`src/hw/rtl/srp_pkg.sv`:
```
// shared types, codes and helpers of the s-record parser
`default_nettype none

package srp_pkg;

    // data digits per flash word
    localparam int WORD_DIGITS = 8;
    localparam int WCNT_W      = $clog2(WORD_DIGITS + 1);

    // result kinds on the output tuser
    localparam logic [1:0] KIND_WRITE = 2'd0;
    localparam logic [1:0] KIND_OK    = 2'd1;
    localparam logic [1:0] KIND_ERROR = 2'd2;
    localparam logic [1:0] KIND_EOF   = 2'd3;

    // special characters
    localparam logic [7:0] CHAR_S       = 8'h53;
    localparam logic [7:0] CHAR_Z       = 8'h5A;
    localparam logic [7:0] CHAR_NEWLINE = 8'h0A;

    localparam logic [7:0] CSUM_GOOD = 8'hFF;

    // one result request
    typedef struct packed {
        logic [1:0]  kind;
        logic [31:0] word;
        logic [31:0] addr;
    } result_t;

    // uppercase hex decode: bit 4 set when the character is a hex digit
    function automatic logic [4:0] hex_decode(input logic [7:0] c);
        logic [4:0] v;
        v = 5'd0;
        if (c inside {[8'h30:8'h39]}) begin
            v = {1'b1, 4'(c - 8'h30)};
        end else if (c inside {[8'h41:8'h46]}) begin
            v = {1'b1, 4'(c - 8'h41 + 8'h0A)};
        end
        return v;
    endfunction

endpackage

`default_nettype wire

```
`src/hw/rtl/srec_record_parser_unit.sv`:
```
// motorola s-record parser: characters in, flash word writes and record status out
`default_nettype none

// Takes one ASCII character per cycle on the s_ side and parses S-records. Each
// character is decoded and applied to the record state in the cycle it is accepted,
// and its result (if any) goes into the output register, or into the skid stage behind
// it, which lets the input keep flowing while the output register waits. s_tready only
// drops when both the output register and the skid stage are full. Sustained rate is
// one character per clock while s_tready stays high. Results are 0 word write, 1 record
// ok, 2 checksum error, 3 end of file; address and word are zero except on writes.
// cfg_data sets load_enable; with it low every character is dropped.
module srec_record_parser_unit
    import srp_pkg::*;
(
    input  wire logic        clk,
    input  wire logic        rst_n,
    // configuration
    input  wire logic        cfg_valid,
    output logic             cfg_ready,
    input  wire logic        cfg_data,     // load_enable
    // character input
    input  wire logic        s_tvalid,
    output logic             s_tready,
    input  wire logic [7:0]  s_tdata,      // rx_char
    // result output
    output logic             m_tvalid,
    input  wire logic        m_tready,
    output logic [63:0]      m_tdata,      // write_address [31:0], write_word [63:32]
    output logic [1:0]       m_tuser       // result_kind
);

    // parse phases
    localparam logic [2:0] PH_IDLE   = 3'd0;
    localparam logic [2:0] PH_TYPE   = 3'd1;
    localparam logic [2:0] PH_CNT_HI = 3'd2;
    localparam logic [2:0] PH_CNT_LO = 3'd3;
    localparam logic [2:0] PH_ADDR   = 3'd4;
    localparam logic [2:0] PH_DATA   = 3'd5;
    localparam logic [2:0] PH_CSUM   = 3'd6;

    logic              load_enable_reg;

    logic [2:0]        phase_reg, phase_next;
    logic              noload_reg, noload_next;
    logic [3:0]        addr_digits_reg, addr_digits_next;
    logic [7:0]        byte_count_reg, byte_count_next;
    logic [8:0]        digit_cnt_reg, digit_cnt_next;
    logic [8:0]        data_total_reg, data_total_next;
    logic [31:0]       rec_addr_reg, rec_addr_next;
    logic [31:0]       acc_reg, acc_next;
    logic [WCNT_W-1:0] wcnt_reg, wcnt_next;
    logic [7:0]        csum_reg, csum_next;
    logic [4:0]        pend_reg, pend_next;

    logic              accept;
    logic [4:0]        hv;
    logic [3:0]        h;
    logic              clear_rec;
    logic              start_rec;
    logic              res_valid;
    result_t           res;
    logic [7:0]        bc;
    logic [8:0]        twice;
    logic [8:0]        need;
    logic [8:0]        dcnt;
    logic [WCNT_W-1:0] wcnt;

    result_t           out_reg, skid_reg;
    logic              out_valid_reg, skid_valid_reg;
    logic              pop;

    // configuration is always taken
    assign cfg_ready = 1'b1;

    always_ff @(posedge clk or negedge rst_n)
    begin
        if (!rst_n) begin
            load_enable_reg <= 1'b0;
        end else if (cfg_valid) begin
            load_enable_reg <= cfg_data;
        end
    end

    assign s_tready = !skid_valid_reg;
    assign accept   = s_tvalid && s_tready;
    assign hv       = hex_decode(s_tdata);
    assign h        = hv[3:0];

    // per-character record update
    always_comb
    begin
        phase_next       = phase_reg;
        noload_next      = noload_reg;
        addr_digits_next = addr_digits_reg;
        byte_count_next  = byte_count_reg;
        digit_cnt_next   = digit_cnt_reg;
        data_total_next  = data_total_reg;
        rec_addr_next    = rec_addr_reg;
        acc_next         = acc_reg;
        wcnt_next        = wcnt_reg;
        csum_next        = csum_reg;
        pend_next        = pend_reg;
        clear_rec        = 1'b0;
        start_rec        = 1'b0;
        res_valid        = 1'b0;
        res              = '0;
        bc               = {byte_count_reg[7:4], h};
        twice            = {bc, 1'b0};
        need             = {5'd0, addr_digits_reg} + 9'd2;
        dcnt             = digit_cnt_reg + 9'd1;
        wcnt             = wcnt_reg + WCNT_W'(1);

        if (accept && load_enable_reg) begin
            if (s_tdata == CHAR_S) begin
                clear_rec = 1'b1;
                start_rec = 1'b1;
            end else if (s_tdata == CHAR_Z) begin
                clear_rec = 1'b1;
                res_valid = 1'b1;
                res.kind  = KIND_EOF;
            end else if (s_tdata == CHAR_NEWLINE) begin
                if (phase_reg != PH_IDLE) begin
                    clear_rec = 1'b1;
                    res_valid = 1'b1;
                    res.kind  = (csum_reg == CSUM_GOOD) ? KIND_OK : KIND_ERROR;
                end
            end else if (hv[4] && phase_reg != PH_IDLE) begin
                if (phase_reg == PH_TYPE) begin
                    // type digit sets address length and whether the record loads
                    if (h inside {4'd2, 4'd6, 4'd8}) begin
                        addr_digits_next = 4'd6;
                    end else if (h inside {4'd3, 4'd7}) begin
                        addr_digits_next = 4'd8;
                    end else begin
                        addr_digits_next = 4'd4;
                    end
                    noload_next = !(h inside {[4'd1:4'd3]});
                    phase_next  = PH_CNT_HI;
                end else begin
                    // byte pairs into the checksum
                    if (pend_reg[4]) begin
                        csum_next = csum_reg + {pend_reg[3:0], h};
                        pend_next = 5'd0;
                    end else begin
                        pend_next = {1'b1, h};
                    end

                    case (phase_reg)
                        PH_CNT_HI:
                        begin
                            byte_count_next = {h, 4'h0};
                            phase_next      = PH_CNT_LO;
                        end
                        PH_CNT_LO:
                        begin
                            byte_count_next = bc;
                            data_total_next = (twice > need) ? (twice - need) : 9'd0;
                            digit_cnt_next  = 9'd0;
                            rec_addr_next   = 32'd0;
                            phase_next      = PH_ADDR;
                        end
                        PH_ADDR:
                        begin
                            rec_addr_next = {rec_addr_reg[27:0], h};
                            if (dcnt >= {5'd0, addr_digits_reg}) begin
                                digit_cnt_next = 9'd0;
                                phase_next     = (data_total_reg != 9'd0) ? PH_DATA : PH_CSUM;
                            end else begin
                                digit_cnt_next = dcnt;
                            end
                        end
                        PH_DATA:
                        begin
                            acc_next       = {acc_reg[27:0], h};
                            wcnt_next      = wcnt;
                            digit_cnt_next = dcnt;
                            if (wcnt >= WCNT_W'(WORD_DIGITS)) begin
                                if (!noload_reg) begin
                                    res_valid = 1'b1;
                                    res.kind  = KIND_WRITE;
                                    res.addr  = rec_addr_reg;
                                    res.word  = {acc_reg[27:0], h};
                                end
                                rec_addr_next = rec_addr_reg + 32'd4;
                                acc_next      = 32'd0;
                                wcnt_next     = '0;
                            end
                            if (dcnt >= data_total_reg) begin
                                acc_next   = 32'd0;
                                wcnt_next  = '0;
                                phase_next = PH_CSUM;
                            end
                        end
                        default:
                        begin
                        end
                    endcase
                end
            end
        end

        // record restart or end
        if (clear_rec) begin
            phase_next       = start_rec ? PH_TYPE : PH_IDLE;
            noload_next      = 1'b0;
            addr_digits_next = 4'd0;
            byte_count_next  = 8'd0;
            digit_cnt_next   = 9'd0;
            data_total_next  = 9'd0;
            rec_addr_next    = 32'd0;
            acc_next         = 32'd0;
            wcnt_next        = '0;
            csum_next        = 8'd0;
            pend_next        = 5'd0;
        end
    end

    // record state
    always_ff @(posedge clk or negedge rst_n)
    begin
        if (!rst_n) begin
            phase_reg       <= PH_IDLE;
            noload_reg      <= 1'b0;
            addr_digits_reg <= 4'd0;
            byte_count_reg  <= 8'd0;
            digit_cnt_reg   <= 9'd0;
            data_total_reg  <= 9'd0;
            rec_addr_reg    <= 32'd0;
            acc_reg         <= 32'd0;
            wcnt_reg        <= '0;
            csum_reg        <= 8'd0;
            pend_reg        <= 5'd0;
        end else begin
            phase_reg       <= phase_next;
            noload_reg      <= noload_next;
            addr_digits_reg <= addr_digits_next;
            byte_count_reg  <= byte_count_next;
            digit_cnt_reg   <= digit_cnt_next;
            data_total_reg  <= data_total_next;
            rec_addr_reg    <= rec_addr_next;
            acc_reg         <= acc_next;
            wcnt_reg        <= wcnt_next;
            csum_reg        <= csum_next;
            pend_reg        <= pend_next;
        end
    end

    // output register with skid stage
    assign pop = out_valid_reg && m_tready;

    always_ff @(posedge clk or negedge rst_n)
    begin
        if (!rst_n) begin
            out_valid_reg  <= 1'b0;
            skid_valid_reg <= 1'b0;
        end else if (pop) begin
            if (skid_valid_reg) begin
                skid_valid_reg <= 1'b0;
            end else begin
                out_valid_reg <= res_valid;
            end
        end else if (!out_valid_reg) begin
            out_valid_reg <= res_valid;
        end else if (res_valid) begin
            skid_valid_reg <= 1'b1;
        end
    end

    always_ff @(posedge clk)
    begin
        if (pop) begin
            out_reg <= skid_valid_reg ? skid_reg : res;
        end else if (!out_valid_reg) begin
            out_reg <= res;
        end else if (res_valid) begin
            skid_reg <= res;
        end
    end

    assign m_tvalid = out_valid_reg;
    assign m_tdata  = {out_reg.word, out_reg.addr};
    assign m_tuser  = out_reg.kind;

endmodule

`default_nettype wire

```
`config.mk`:
```
export PLATFORM = sky130hd
export DESIGN_NAME = srec_record_parser_unit
export DESIGN_NICKNAME = d
export VERILOG_FILES = /design/src/hw/rtl/srp_pkg.sv /design/src/hw/rtl/srec_record_parser_unit.sv
export SDC_FILE = /design/constraint.sdc
export NUM_CORES = 1
export LEC_CHECK = 0
export ABC_CLOCK_PERIOD_IN_PS = 17000
export BUFFER_PORTS_ARGS = -buffer_cell sky130_fd_sc_hd__buf_4
export CORE_MARGIN = 5
export CORE_UTILIZATION = 65
export DETAILED_ROUTE_END_ITERATION = 16
export GPL_ROUTABILITY_DRIVEN = 1
export GPL_TIMING_DRIVEN = 0
export PLACE_DENSITY = 0.84
export SLEW_MARGIN = 25
export SYNTH_ARGS = -nofsm -noshare
export SYNTH_HDL_FRONTEND = slang
export SYNTH_SLANG_ARGS = --single-unit
```
`constraint.sdc`:
```
create_clock -name clk -period 17 [get_ports clk]
set_clock_uncertainty 0.2 [all_clocks]
set_input_delay 0 -clock clk [delete_from_list [all_inputs] [get_ports clk]]
set_output_delay 0 -clock clk [all_outputs]
set_load 0.03 [all_outputs]
```
## Word-level counts from Yosys, hierarchy flattened

Cells that the tools add are included.

| word-level totals | value |
|---|---|
| flip-flop bits (word level) | 242 |
| output and inout port bits | 69 |
| word-level logic and storage cells | 238 |

| operators by class | value |
|---|---|
| $add $sub $neg | 9 |
| $lt $le $gt $ge | 10 |
| eq/ne operators | 24 |
| muxes and demuxes | 139 |
| bitwise logic cells | 1 |
| reduce and logical (&&, ||, !) cells | 35 |

Operators with widths:

| cell | count |
|---|---|
| 2-to-1 mux 64 bit | 7 |
| 2-to-1 mux 66 bit | 5 |
| 2-to-1 mux 28 bit | 10 |
| 2-to-1 mux 32 bit | 8 |
| 2-to-1 mux 9 bit | 17 |
| 2-to-1 mux 8 bit | 15 |
| one-hot mux 32 bit (3 select lines) | 1 |
| 2-to-1 mux 4 bit | 19 |
| 2-to-1 mux 5 bit | 10 |
| adder 32 x 3 -> 32 bit (second input constant) | 1 |
| 2-to-1 mux 1 bit | 30 |
| AND reduction 7 bit | 4 |
| 2-to-1 mux 3 bit | 9 |
| one-hot mux 9 bit (3 select lines) | 1 |
| AND reduction 8 bit | 3 |
| nonzero test 2 bit | 10 |
| equality test 8 x 7 -> 1 bit (second input constant) | 2 |
| one-hot mux 8 bit (2 select lines) | 1 |
| != test 2 bit (second input constant) | 6 |
| one-hot mux 3 bit (4 select lines) | 1 |
| AND reduction 6 bit | 2 |
| 2-to-1 mux 2 bit | 5 |
| adder 9 x 1 -> 9 bit (second input constant) | 1 |
| >= comparator 9 x 4 -> 1 bit | 1 |
| 35 further kinds | 49 |

## Longest topological paths before layout

Gate-level depths: netlist of run 1.

| depth | value |
|---|---|
| word-level depth | 15 |
| depth in mapped cells | 17 |
| gate-level depth less buffers | 16 |

## Worst setup path before layout of run 1

No wires, ideal clock.

| timing | value |
|---|---|
| path kind | reg2reg |
| start | register out_valid_reg (netlist: m_tvalid) |
| end | register skid_reg[0] (netlist name), enable pin |
| library setup time | 0.490 ns |
| arrival | 5.098 ns |
| slack | 11.212 ns |
| stages on the path, launching flop included | 3 |
| path buffers | 0 |
| clock period less this slack | 5.788 ns |
| cells stage by stage | dfrtp_1 -> nand2b_1 -> nor2_1 |

| between the ends | value |
|---|---|
| word-level cells in the longest chain between the ends | 3 |

Ends and longest elaborated chain:

| element | line | RTL |
|---|---|---|
| start, declared | srec_record_parser_unit.sv:69 | `logic out_valid_reg, skid_valid_reg;` |
| start signal, assigned | srec_record_parser_unit.sv:260 | `out_valid_reg <= res_valid;` |
| start signal, assigned | srec_record_parser_unit.sv:263 | `out_valid_reg <= res_valid;` |
| logical AND 1 bit | srec_record_parser_unit.sv:249 | `assign pop = out_valid_reg && m_tready;` |
| inverter 1 bit (no source line) | n/a |  |
| AND reduction 3 bit (no source line) * | n/a |  |
| end signal, assigned | srec_record_parser_unit.sv:276 | `skid_reg <= res;` |
| end, declared | srec_record_parser_unit.sv:68 | `result_t out_reg, skid_reg;` |

Mark *: on every way between the ends. The rest lies on a longest branch, timed or not.
A chain may end at the register's enable or synchronous reset.

## Worst setup path after layout of run 1

| timing | value |
|---|---|
| start | input s_tdata[5] |
| end | register data_total_reg[4] |

| between the ends | value |
|---|---|
| word-level cells in the longest chain between the ends | 14 |

Ends and longest elaborated chain:

| element | line | RTL |
|---|---|---|
| start, declared | srec_record_parser_unit.sv:24 | `input wire logic [7:0] s_tdata,` |
| >= comparator 8 x 7 -> 1 bit / <= comparator 8 x 7 -> 1 bit (equally long branches) | srp_pkg.sv:36 | `end else if (c inside {[8'h41:8'h46]}) begin` |
| logical AND 1 bit | srp_pkg.sv:36 |  |
| 2-to-1 mux 5 bit | srp_pkg.sv:36 |  |
| 2-to-1 mux 5 bit | srp_pkg.sv:34 | `if (c inside {[8'h30:8'h39]}) begin` |
| subtractor 9 x 5 -> 9 bit / > comparator 9 x 5 -> 1 bit (equally long branches) | srec_record_parser_unit.sv:157 | `data_total_next = (twice > need) ? (twice - need) : 9'd0;` |
| 2-to-1 mux 9 bit | srec_record_parser_unit.sv:157 |  |
| 2-to-1 mux 9 bit | srec_record_parser_unit.sv:148 | `case (phase_reg)` |
| 2-to-1 mux 9 bit | srec_record_parser_unit.sv:128 | `if (phase_reg == PH_TYPE) begin` |
| 2-to-1 mux 9 bit | srec_record_parser_unit.sv:127 | `end else if (hv[4] && phase_reg != PH_IDLE) begin` |
| 2-to-1 mux 9 bit | srec_record_parser_unit.sv:121 | `end else if (s_tdata == CHAR_NEWLINE) begin` |
| 2-to-1 mux 9 bit | srec_record_parser_unit.sv:117 | `end else if (s_tdata == CHAR_Z) begin` |
| 2-to-1 mux 9 bit | srec_record_parser_unit.sv:114 | `if (s_tdata == CHAR_S) begin` |
| 2-to-1 mux 9 bit | srec_record_parser_unit.sv:113 | `if (accept && load_enable_reg) begin` |
| 2-to-1 mux 9 bit | srec_record_parser_unit.sv:203 | `if (clear_rec) begin` |
| end signal, assigned | srec_record_parser_unit.sv:239 | `data_total_reg <= data_total_next;` |
| end, declared | srec_record_parser_unit.sv:48 | `logic [8:0] data_total_reg, data_total_next;` |

Parallel ways exist; a longest one is shown, timed or not. The select of a mux whose other input is x is not followed.

==> flow_summary.json, run 1 <==
{
  "pre_cts_setup_slack_ns": 13.17,
  "max_slew.worst_pin.slew_ns": 0.9221,
  "design.die.area_mm2": 0.02075,
  "beginning_of_the_critical_path": "s_tdata[5]",
  "ff2ff_setup_slack_ns": 13.46,
  "io_pins": 83,
  "asyncSetResetFlopFracSynth_pct": 45.00,
  "largest_register_ff_count": 66,
  "route.final.wire_length_mm": 28.74,
  "yosys_warnings": 0,
  "holdCritPathClass": "input pin to asynchronous set/reset pin",
  "die_width_um": 144.0,
  "fin_crit_ns": 4.232,
  "drt_iter0_markers": 1010,
  "post_cts_resized": 0,
  "critical-path-slowest-cell": "dlygate4sd3_1",
  "clk-insertion-delay-late_ns": 0.53,
  "tritoncts.num_buffers": 25,
  "setup_viol": 0,
  "clock_sink_count": 240,
  "cts_hold_buf": 16,
  "first_pass_grt_wire_length_mm": 46.73,
  "path_cells": "dlygate4sd3_1 -> buf_4 -> nor4b_4 -> dlygate4sd3_1 -> nand3_2 -> o21ai_2 -> inv_1 -> ha_1 -> inv_1 -> fa_1 -> a21o_1 -> a21oi_1 -> a41oi_1 -> o31ai_1 -> or3_1 -> clkbuf_1 -> o31ai_1",
  "number_of_global_route_vias_before_repair": 8859,
  "cts.repair_timing.setup_buffer_count": 0,
  "crit_path_max_fanout": 7,
  "synthDistinctLibCells": 78,
  "final.period_utilization_pct": 24.89,
  "place_inst": 1350,
  "p_total_w": 0.001166,
  "holdWs_ns": -0.07538,
  "max_clock_freq_mhz": 236.3,
  "detail_route.drc_violations": 0,
  "placementRows": 49,
  "nNetsFinal": 1210,
  "worst_setup_hold_path_clk_slew_ns": 0.05,
  "hpwl_mm": 18.90,
  "net_count_synth": 1084,
  "fin_cells": 1412,
  "start_kind": "input pin",
  "finalSetupTns_ns": 0,
  "netlist_instances": 1038,
  "finish.instance_area_mm2": 0.01361,
  "clockRootBuffer": "clkbuf_16",
  "htreeDepth": 1,
  "ys_dominant_reg_cell": "edfxtp_1",
  "finalWeightedCongestion": 0.9436,
  "synth-seq-cells": 240,
  "dr.pass1.iters": 7,
  "port_buffers": 80,
  "grt.overflow.total": 0,
  "core_area_mm2": 0.01784,
  "antenna_found_initial": 0,
  "library_cell_occupying_the_most_area_in_the_post_synthesis_netlist": "edfxtp_1",
  "vias_per_cell": 6.354,
  "relSlewSlack_pct": 38.53,
  "cts_max_path_buffers": 3,
  "antenna_left": 0,
  "critPathRequiredTime_ns": 17.22,
  "insertedDiodeCount": 0,
  "dieHeight_um": 144.0,
  "route.detailed.wl_per_inst_um": 20.35,
  "total_power_per_unit_cell_area_mw_per_mm2": 85.64,
  "post-synth-top-area-fraction_pct": 33.94,
  "report.final.slew_viol_count": 0,
  "ys_top_cells_by_area": "edfxtp_1 34%, dfrtp_1 23%, a21o_1 4.6%, ha_1 3.2%, and2_1 2.8%",
  "cap_violations": 0,
  "number_of_enable_flip_flop_cells_after_synthesis": 132,
  "kind_of_critical_path": "input pin to flop",
  "cellLeakagePower_nw": 6.145,
  "syn_avg_cell_area_um2": 11.25,
  "cts_tree": "built",
  "critical_path.reg2reg.startpoint": "digit_cnt_reg[0]",
  "worst_slack_ns": 12.77,
  "syn_area_mm2": 0.01168,
  "global_route.usage.total_pct": 28.23,
  "timing.final.hold_violations": 41,
  "worst_ep_arrival_time_ns": 4.45,
  "routed-via-count": 8972,
  "failed_checks": "hold timing",
  "ys_seq_area_share_pct": 57.08,
  "area.growth.synth_to_final_pct": 16.54,
  "area_after_detailed_placement_mm2": 0.01265,
  "pin_count_of_the_biggest_net_entering_global_routing": 109,
  "status": "finished with violations",
  "vdd_ir_drop_max_mv": 0.08603,
  "final_layout_size_suffix_gt1_share_pct": 14.79,
  "critical-path-max-stage-delay_ns": 0.64,
  "grt_setup_unrepaired": "false",
  "cp-end-kind": "flop",
  "initial_utilization_pct": 65.46
}
-- metrics by stage --
stage | util (%) | hold slack (ns)
2_1_floorplan | - | -0.4956
3_3_place_gp | 70.43 | 0.02601
3_5_place_dp | 70.92 | 0.01631
4_1_cts | 76.27 | 0.0007186
5_1_grt | 76.29 | 0.05097
6_report | 76.29 | -0.07538
-- synth_stat cells (3+ instances only) --
| cell | n |
|---|---|
| xnor2_1 | 15 |
| and3_1 | 13 |
| a22o_1 | 32 |
| nand3_1 | 30 |
| o31a_1 | 4 |
| clkbuf_1 | 26 |
| nand4_1 | 9 |
| a21oi_1 | 37 |
| edfxtp_1 | 132 |
| a32oi_1 | 9 |
| buf_2 | 19 |
| nor3_1 | 33 |
| buf_6 | 4 |
| o31ai_1 | 10 |
| nand2b_1 | 6 |
| ha_1 | 30 |
| o21ai_0 | 60 |
| a21o_1 | 71 |
| nor2_1 | 62 |
| inv_1 | 50 |
| nor4_1 | 8 |
| a22oi_1 | 4 |
| o21a_1 | 4 |
| nand3b_1 | 4 |
| o2bb2ai_1 | 5 |
| and4_1 | 5 |
| a21boi_0 | 3 |
| o22ai_1 | 5 |
| a32o_1 | 3 |
| dfrtp_1 | 108 |
| xor2_1 | 6 |
| a211o_1 | 3 |
| mux2i_1 | 11 |
| a211oi_1 | 5 |
| nand2_1 | 79 |
| and2_1 | 52 |
| or3_1 | 7 |
| a31oi_1 | 11 |
| nor2b_1 | 5 |
| a31o_2 | 4 |
-- cell type report --
cell class | instances | area (um^2)
plain buffers | 55 | 270.3
multi-input cells | 693 | 4569
inverters | 50 | 187.7
repair buffers | 99 | 834.6
clock inverters | 13 | 120.1
well taps | 229 | 286.5
clock buffers | 33 | 675.6
flip-flops and latches | 240 | 6666
fillers | 1160 | 4230
-- worst max-delay path, delay by kind of cell --
kind	cells	cell delay (ns)
adders and majority gates	2	0.49
and+or+nand+nor	3	0.78
AOI/OAI and AO/OA	6	1.29
buffers and inverters	6	1.86
-- layout by cell type (no fill, tap or decap), types with 15 or more instances in the layout --
cell type and n:
a21o_1 71, a21oi_1 37, a22o_1 32, and2_1 52, buf_2 19, buf_4 81, clkbuf_1 32, clkbuf_16 25
dfrtp_1 108, dlygate4sd3_1 16, edfxtp_1 132, ha_1 30, inv_1 50, nand2_1 79, nand3_1 30, nor2_1 61
nor3_1 33, o21ai_0 60, xnor2_1 15
-- logic make-up (layout without fill, tap and decap cells) --
family	count (synthesis)	in the layout	synth area share (%)
AOI/OAI and AO/OA	297	297	18.17
xor gates and xnor gates	21	21	1.575
adders and majority gates	32	32	3.557
buffers and inverters	105	250	3.921
DFF	240	240	57.08
muxes	13	13	1.136
other	1	1	0.03211
and+or+nand+nor	329	329	14.53
-- power breakdown --
group | total, W | switching [W] | leakage (nW) | internal (W)
Combinational | 0.0000250 | 0.0000159 | 3.03 | 0.00000915
Clock | 0.000531 | 0.000221 | 0.387 | 0.000310
Sequential | 0.000610 | 0.000000244 | 2.73 | 0.000610
-- path summary, 6_finish.rpt --
| path | cells past startpoint | end |
|---|---|---|
| max | 17 | data_total_reg[4] |
| min | 2 | digit_cnt_reg[0] |
| max reg2reg | 14 | acc_reg[24] |
| min reg2reg | 1 | m_tdata[8] |
| max in group asynchronous | 2 | rec_addr_reg[0] |
| min in group clk | 5 | phase_reg[2] |
-- per-layer routing --
layer  part of all wire [%]  global-route usage [%]  vias to the layer above
li1                       -                       -                     4089
met1                     41                   40.19                     4346
met2                     48                   45.59                      460
met3                    8.7                   3.770                       77
met4                    2.9                   9.366                        0
met5                      0                       0                        -
(Power assumes the default switching activity.)
==> run 2: changes to the inputs <==
--- a/config.mk
+++ b/config.mk
@@ -5,14 +5,14 @@
 export SDC_FILE = /design/constraint.sdc
 export NUM_CORES = 1
 export LEC_CHECK = 0
-export ABC_CLOCK_PERIOD_IN_PS = 17000
+export ABC_CLOCK_PERIOD_IN_PS = 4300
 export BUFFER_PORTS_ARGS = -buffer_cell sky130_fd_sc_hd__buf_4
 export CORE_MARGIN = 5
-export CORE_UTILIZATION = 65
+export CORE_UTILIZATION = 61
 export DETAILED_ROUTE_END_ITERATION = 16
 export GPL_ROUTABILITY_DRIVEN = 1
 export GPL_TIMING_DRIVEN = 0
-export PLACE_DENSITY = 0.84
+export PLACE_DENSITY = 0.79
 export SLEW_MARGIN = 25
 export SYNTH_ARGS = -nofsm -noshare
 export SYNTH_HDL_FRONTEND = slang
==> constraint.sdc (replaced) <==
create_clock -name clk -period 4.3 [get_ports clk]
set_clock_uncertainty 0.2 [all_clocks]
set_input_delay 0 -clock clk [delete_from_list [all_inputs] [get_ports clk]]
set_output_delay 0 -clock clk [all_outputs]
set_load 0.03 [all_outputs]
==> run 2 against run 1 <==
Non-clock buffer count is 2 higher. Highest routed layer unchanged. First-iteration DRC count is 3.7% lower. The run still ends with hold timing left. Critical endpoint unchanged. Sequential share of layout area is 0.23 points lower. Largest cell class unchanged. Routed wire length is 5.5% lower. Worst hold slack better by 0.025 ns. Critical path depth stayed put. Sequential cell count stayed put. Final cell count is 0.50% higher.
==> flow_summary.json, run 2 (synthesis gave the netlist of run 1 again) <==
{
  "status": "finished with violations",
  "failed_checks": "hold timing",
  "max_slew.worst_pin.slew_ns": 0.8791,
  "grt.busiest_layer": "met2",
  "critical_path.reg2reg.startpoint": "digit_cnt_reg[0]",
  "route.final.wire_length_mm": 27.17,
  "clock_sink_count": 240,
  "io_pins": 83,
  "drt_iter0_markers": 973,
  "tritoncts.num_buffers": 25,
  "vdd_ir_drop_max_mv": 0.2527,
  "finalWeightedCongestion": 0.9101,
  "place_inst": 1355,
  "pin_count_of_the_biggest_net_entering_global_routing": 109,
  "largest_register_ff_count": 66,
  "crit_path_max_fanout": 7,
  "ff2ff_setup_slack_ns": 0.68,
  "pre_cts_setup_slack_ns": 0.3853,
  "cts.repair_timing.setup_buffer_count": 0,
  "layout.cells.most_common": "edfxtp_1",
  "vias_per_cell": 6.223,
  "setup_viol": 0,
  "worst_slack_ns": 0.1660,
  "initial_utilization_pct": 62.23,
  "area.growth.synth_to_final_pct": 17.10,
  "clockRootBuffer": "clkbuf_16",
  "dr.pass1.iters": 5,
  "placementRows": 50,
  "fin_crit_ns": 4.134,
  "max_clock_freq_mhz": 241.9,
  "route.detailed.wl_per_inst_um": 19.14,
  "antenna_left": 0,
  "finish.instance_area_mm2": 0.01368,
  "cellLeakagePower_nw": 6.165,
  "clk-insertion-delay-late_ns": 0.53,
  "antenna_found_initial": 0,
  "relSlewSlack_pct": 41.39,
  "design.die.area_mm2": 0.02201,
  "report.final.slew_viol_count": 0,
  "critPathRequiredTime_ns": 4.52,
  "grtUsageMet1_pct": 36.03,
  "hpwl_mm": 18.53,
  "dieHeight_um": 148.4,
  "htreeDepth": 1,
  "cts_max_path_buffers": 3,
  "holdCritPathClass": "input pin to asynchronous set/reset pin",
  "global_route.usage.total_pct": 24.60,
  "holdWs_ns": -0.05023,
  "start_kind": "input pin",
  "cts_hold_buf": 18,
  "cp-end-kind": "flop",
  "r2r.worst_path.cells": 14,
  "cts_tree": "built",
  "worst_ep_arrival_time_ns": 4.35,
  "worst_setup_hold_path_clk_slew_ns": 0.06,
  "final.period_utilization_pct": 96.14,
  "grt.overflow.total": 0,
  "fin_cells": 1419,
  "kind_of_critical_path": "input pin to flop",
  "grt_setup_unrepaired": "false",
  "final_layout_size_suffix_gt1_share_pct": 14.60,
  "p_total_w": 0.004716,
  "insertedDiodeCount": 0,
  "total_power_per_unit_cell_area_mw_per_mm2": 344.9,
  "die_width_um": 148.4,
  "core_area_mm2": 0.01877,
  "nNetsFinal": 1212,
  "detail_route.drc_violations": 0,
  "port_buffers": 80,
  "routed-via-count": 8831,
  "cap_violations": 0,
  "layout_common_cells": "132 x edfxtp_1, 108 x dfrtp_1, 81 x buf_4",
  "first_pass_grt_wire_length_mm": 44.33,
  "number_of_global_route_vias_before_repair": 8483,
  "grt_use_met2_pct": 39.23,
  "met3_track_demand_over_resource_in_global_routing_pct": 3.260,
  "timing.final.hold_violations": 38,
  "post_cts_resized": 0,
  "area_after_detailed_placement_mm2": 0.01266,
  "reg2reg_to": "acc_reg[5]"
}
==> run 2: routing by layer <==
layer | part of all wire, % | wire length, um
met3 | 6.8 | 1835
met5 | 0 | 0
met4 | 2.4 | 652
met2 | 46 | 12620
met1 | 44 | 12060
==> run 2: final cells by class <==
| cell class | count | area, um^2 |
|---|---|---|
| Sequential cell | 240 | 6666 |
| Fill cell | 1324 | 5092 |
| Multi-Input combinational cell | 693 | 4569 |
| Timing Repair Buffer | 101 | 854.6 |
| Clock buffer | 34 | 669.4 |
| Tap cell | 234 | 292.8 |
| Buffer | 55 | 270.3 |
| Inverter | 50 | 187.7 |
| Clock inverter | 12 | 165.2 |
==> run 2: how the worst max path moves through the flow <==
stage	startpoint	end	slack (ns)	depth (start not counted)
global route	s_tdata[4]	data_total_reg[4]	0.009	17
global placement	phase_reg[1]	skid_reg[24]	-0.70	8
detailed placement	s_tdata[0]	data_total_reg[3]	0.39	18
finish	s_tdata[4]	data_total_reg[4]	0.17	17
floorplan	m_tvalid	skid_reg[0]	0.38	2
CTS	s_tdata[4]	data_total_reg[4]	0.27	17
==> run 2: per-stage QoR <==
| stage | hold WS (ns) | setup TNS, ns | utilization, % |
|---|---|---|---|
| floorplan | -0.4956 | 0 | - |
| global placement | 0.03025 | -45.84 | 67.01 |
| detailed placement | 0.01211 | 0 | 67.45 |
| CTS | 0.007614 | 0 | 72.85 |
| global route | 0.03741 | 0 | 72.87 |
| finish | -0.05023 | 0 | 72.87 |
==> run 2: worst max-delay path, cell delays in order <==
cell and delay (ns):
dlygate4sd3_1 0.54, buf_4 0.17, nor4b_4 0.32, dlygate4sd3_1 0.64, nand3_2 0.16, o21ai_2 0.36
inv_1 0.25, ha_1 0.28, inv_1 0.08, fa_1 0.21, a21o_1 0.13, a21oi_1 0.10
a41oi_1 0.22, o31ai_1 0.13, or3_1 0.32, clkbuf_1 0.18, o31ai_1 0.28
==> run 2: where the power goes <==
part	leakage (nW)	switching [W]	total (W)	internal, W
sequential	2.73	0.000000921	0.00241	0.00241
combinational	3.04	0.0000624	0.000100	0.0000376
clock	0.399	0.000874	0.00220	0.00133
total	6.17	0.000937	0.00472	0.00378
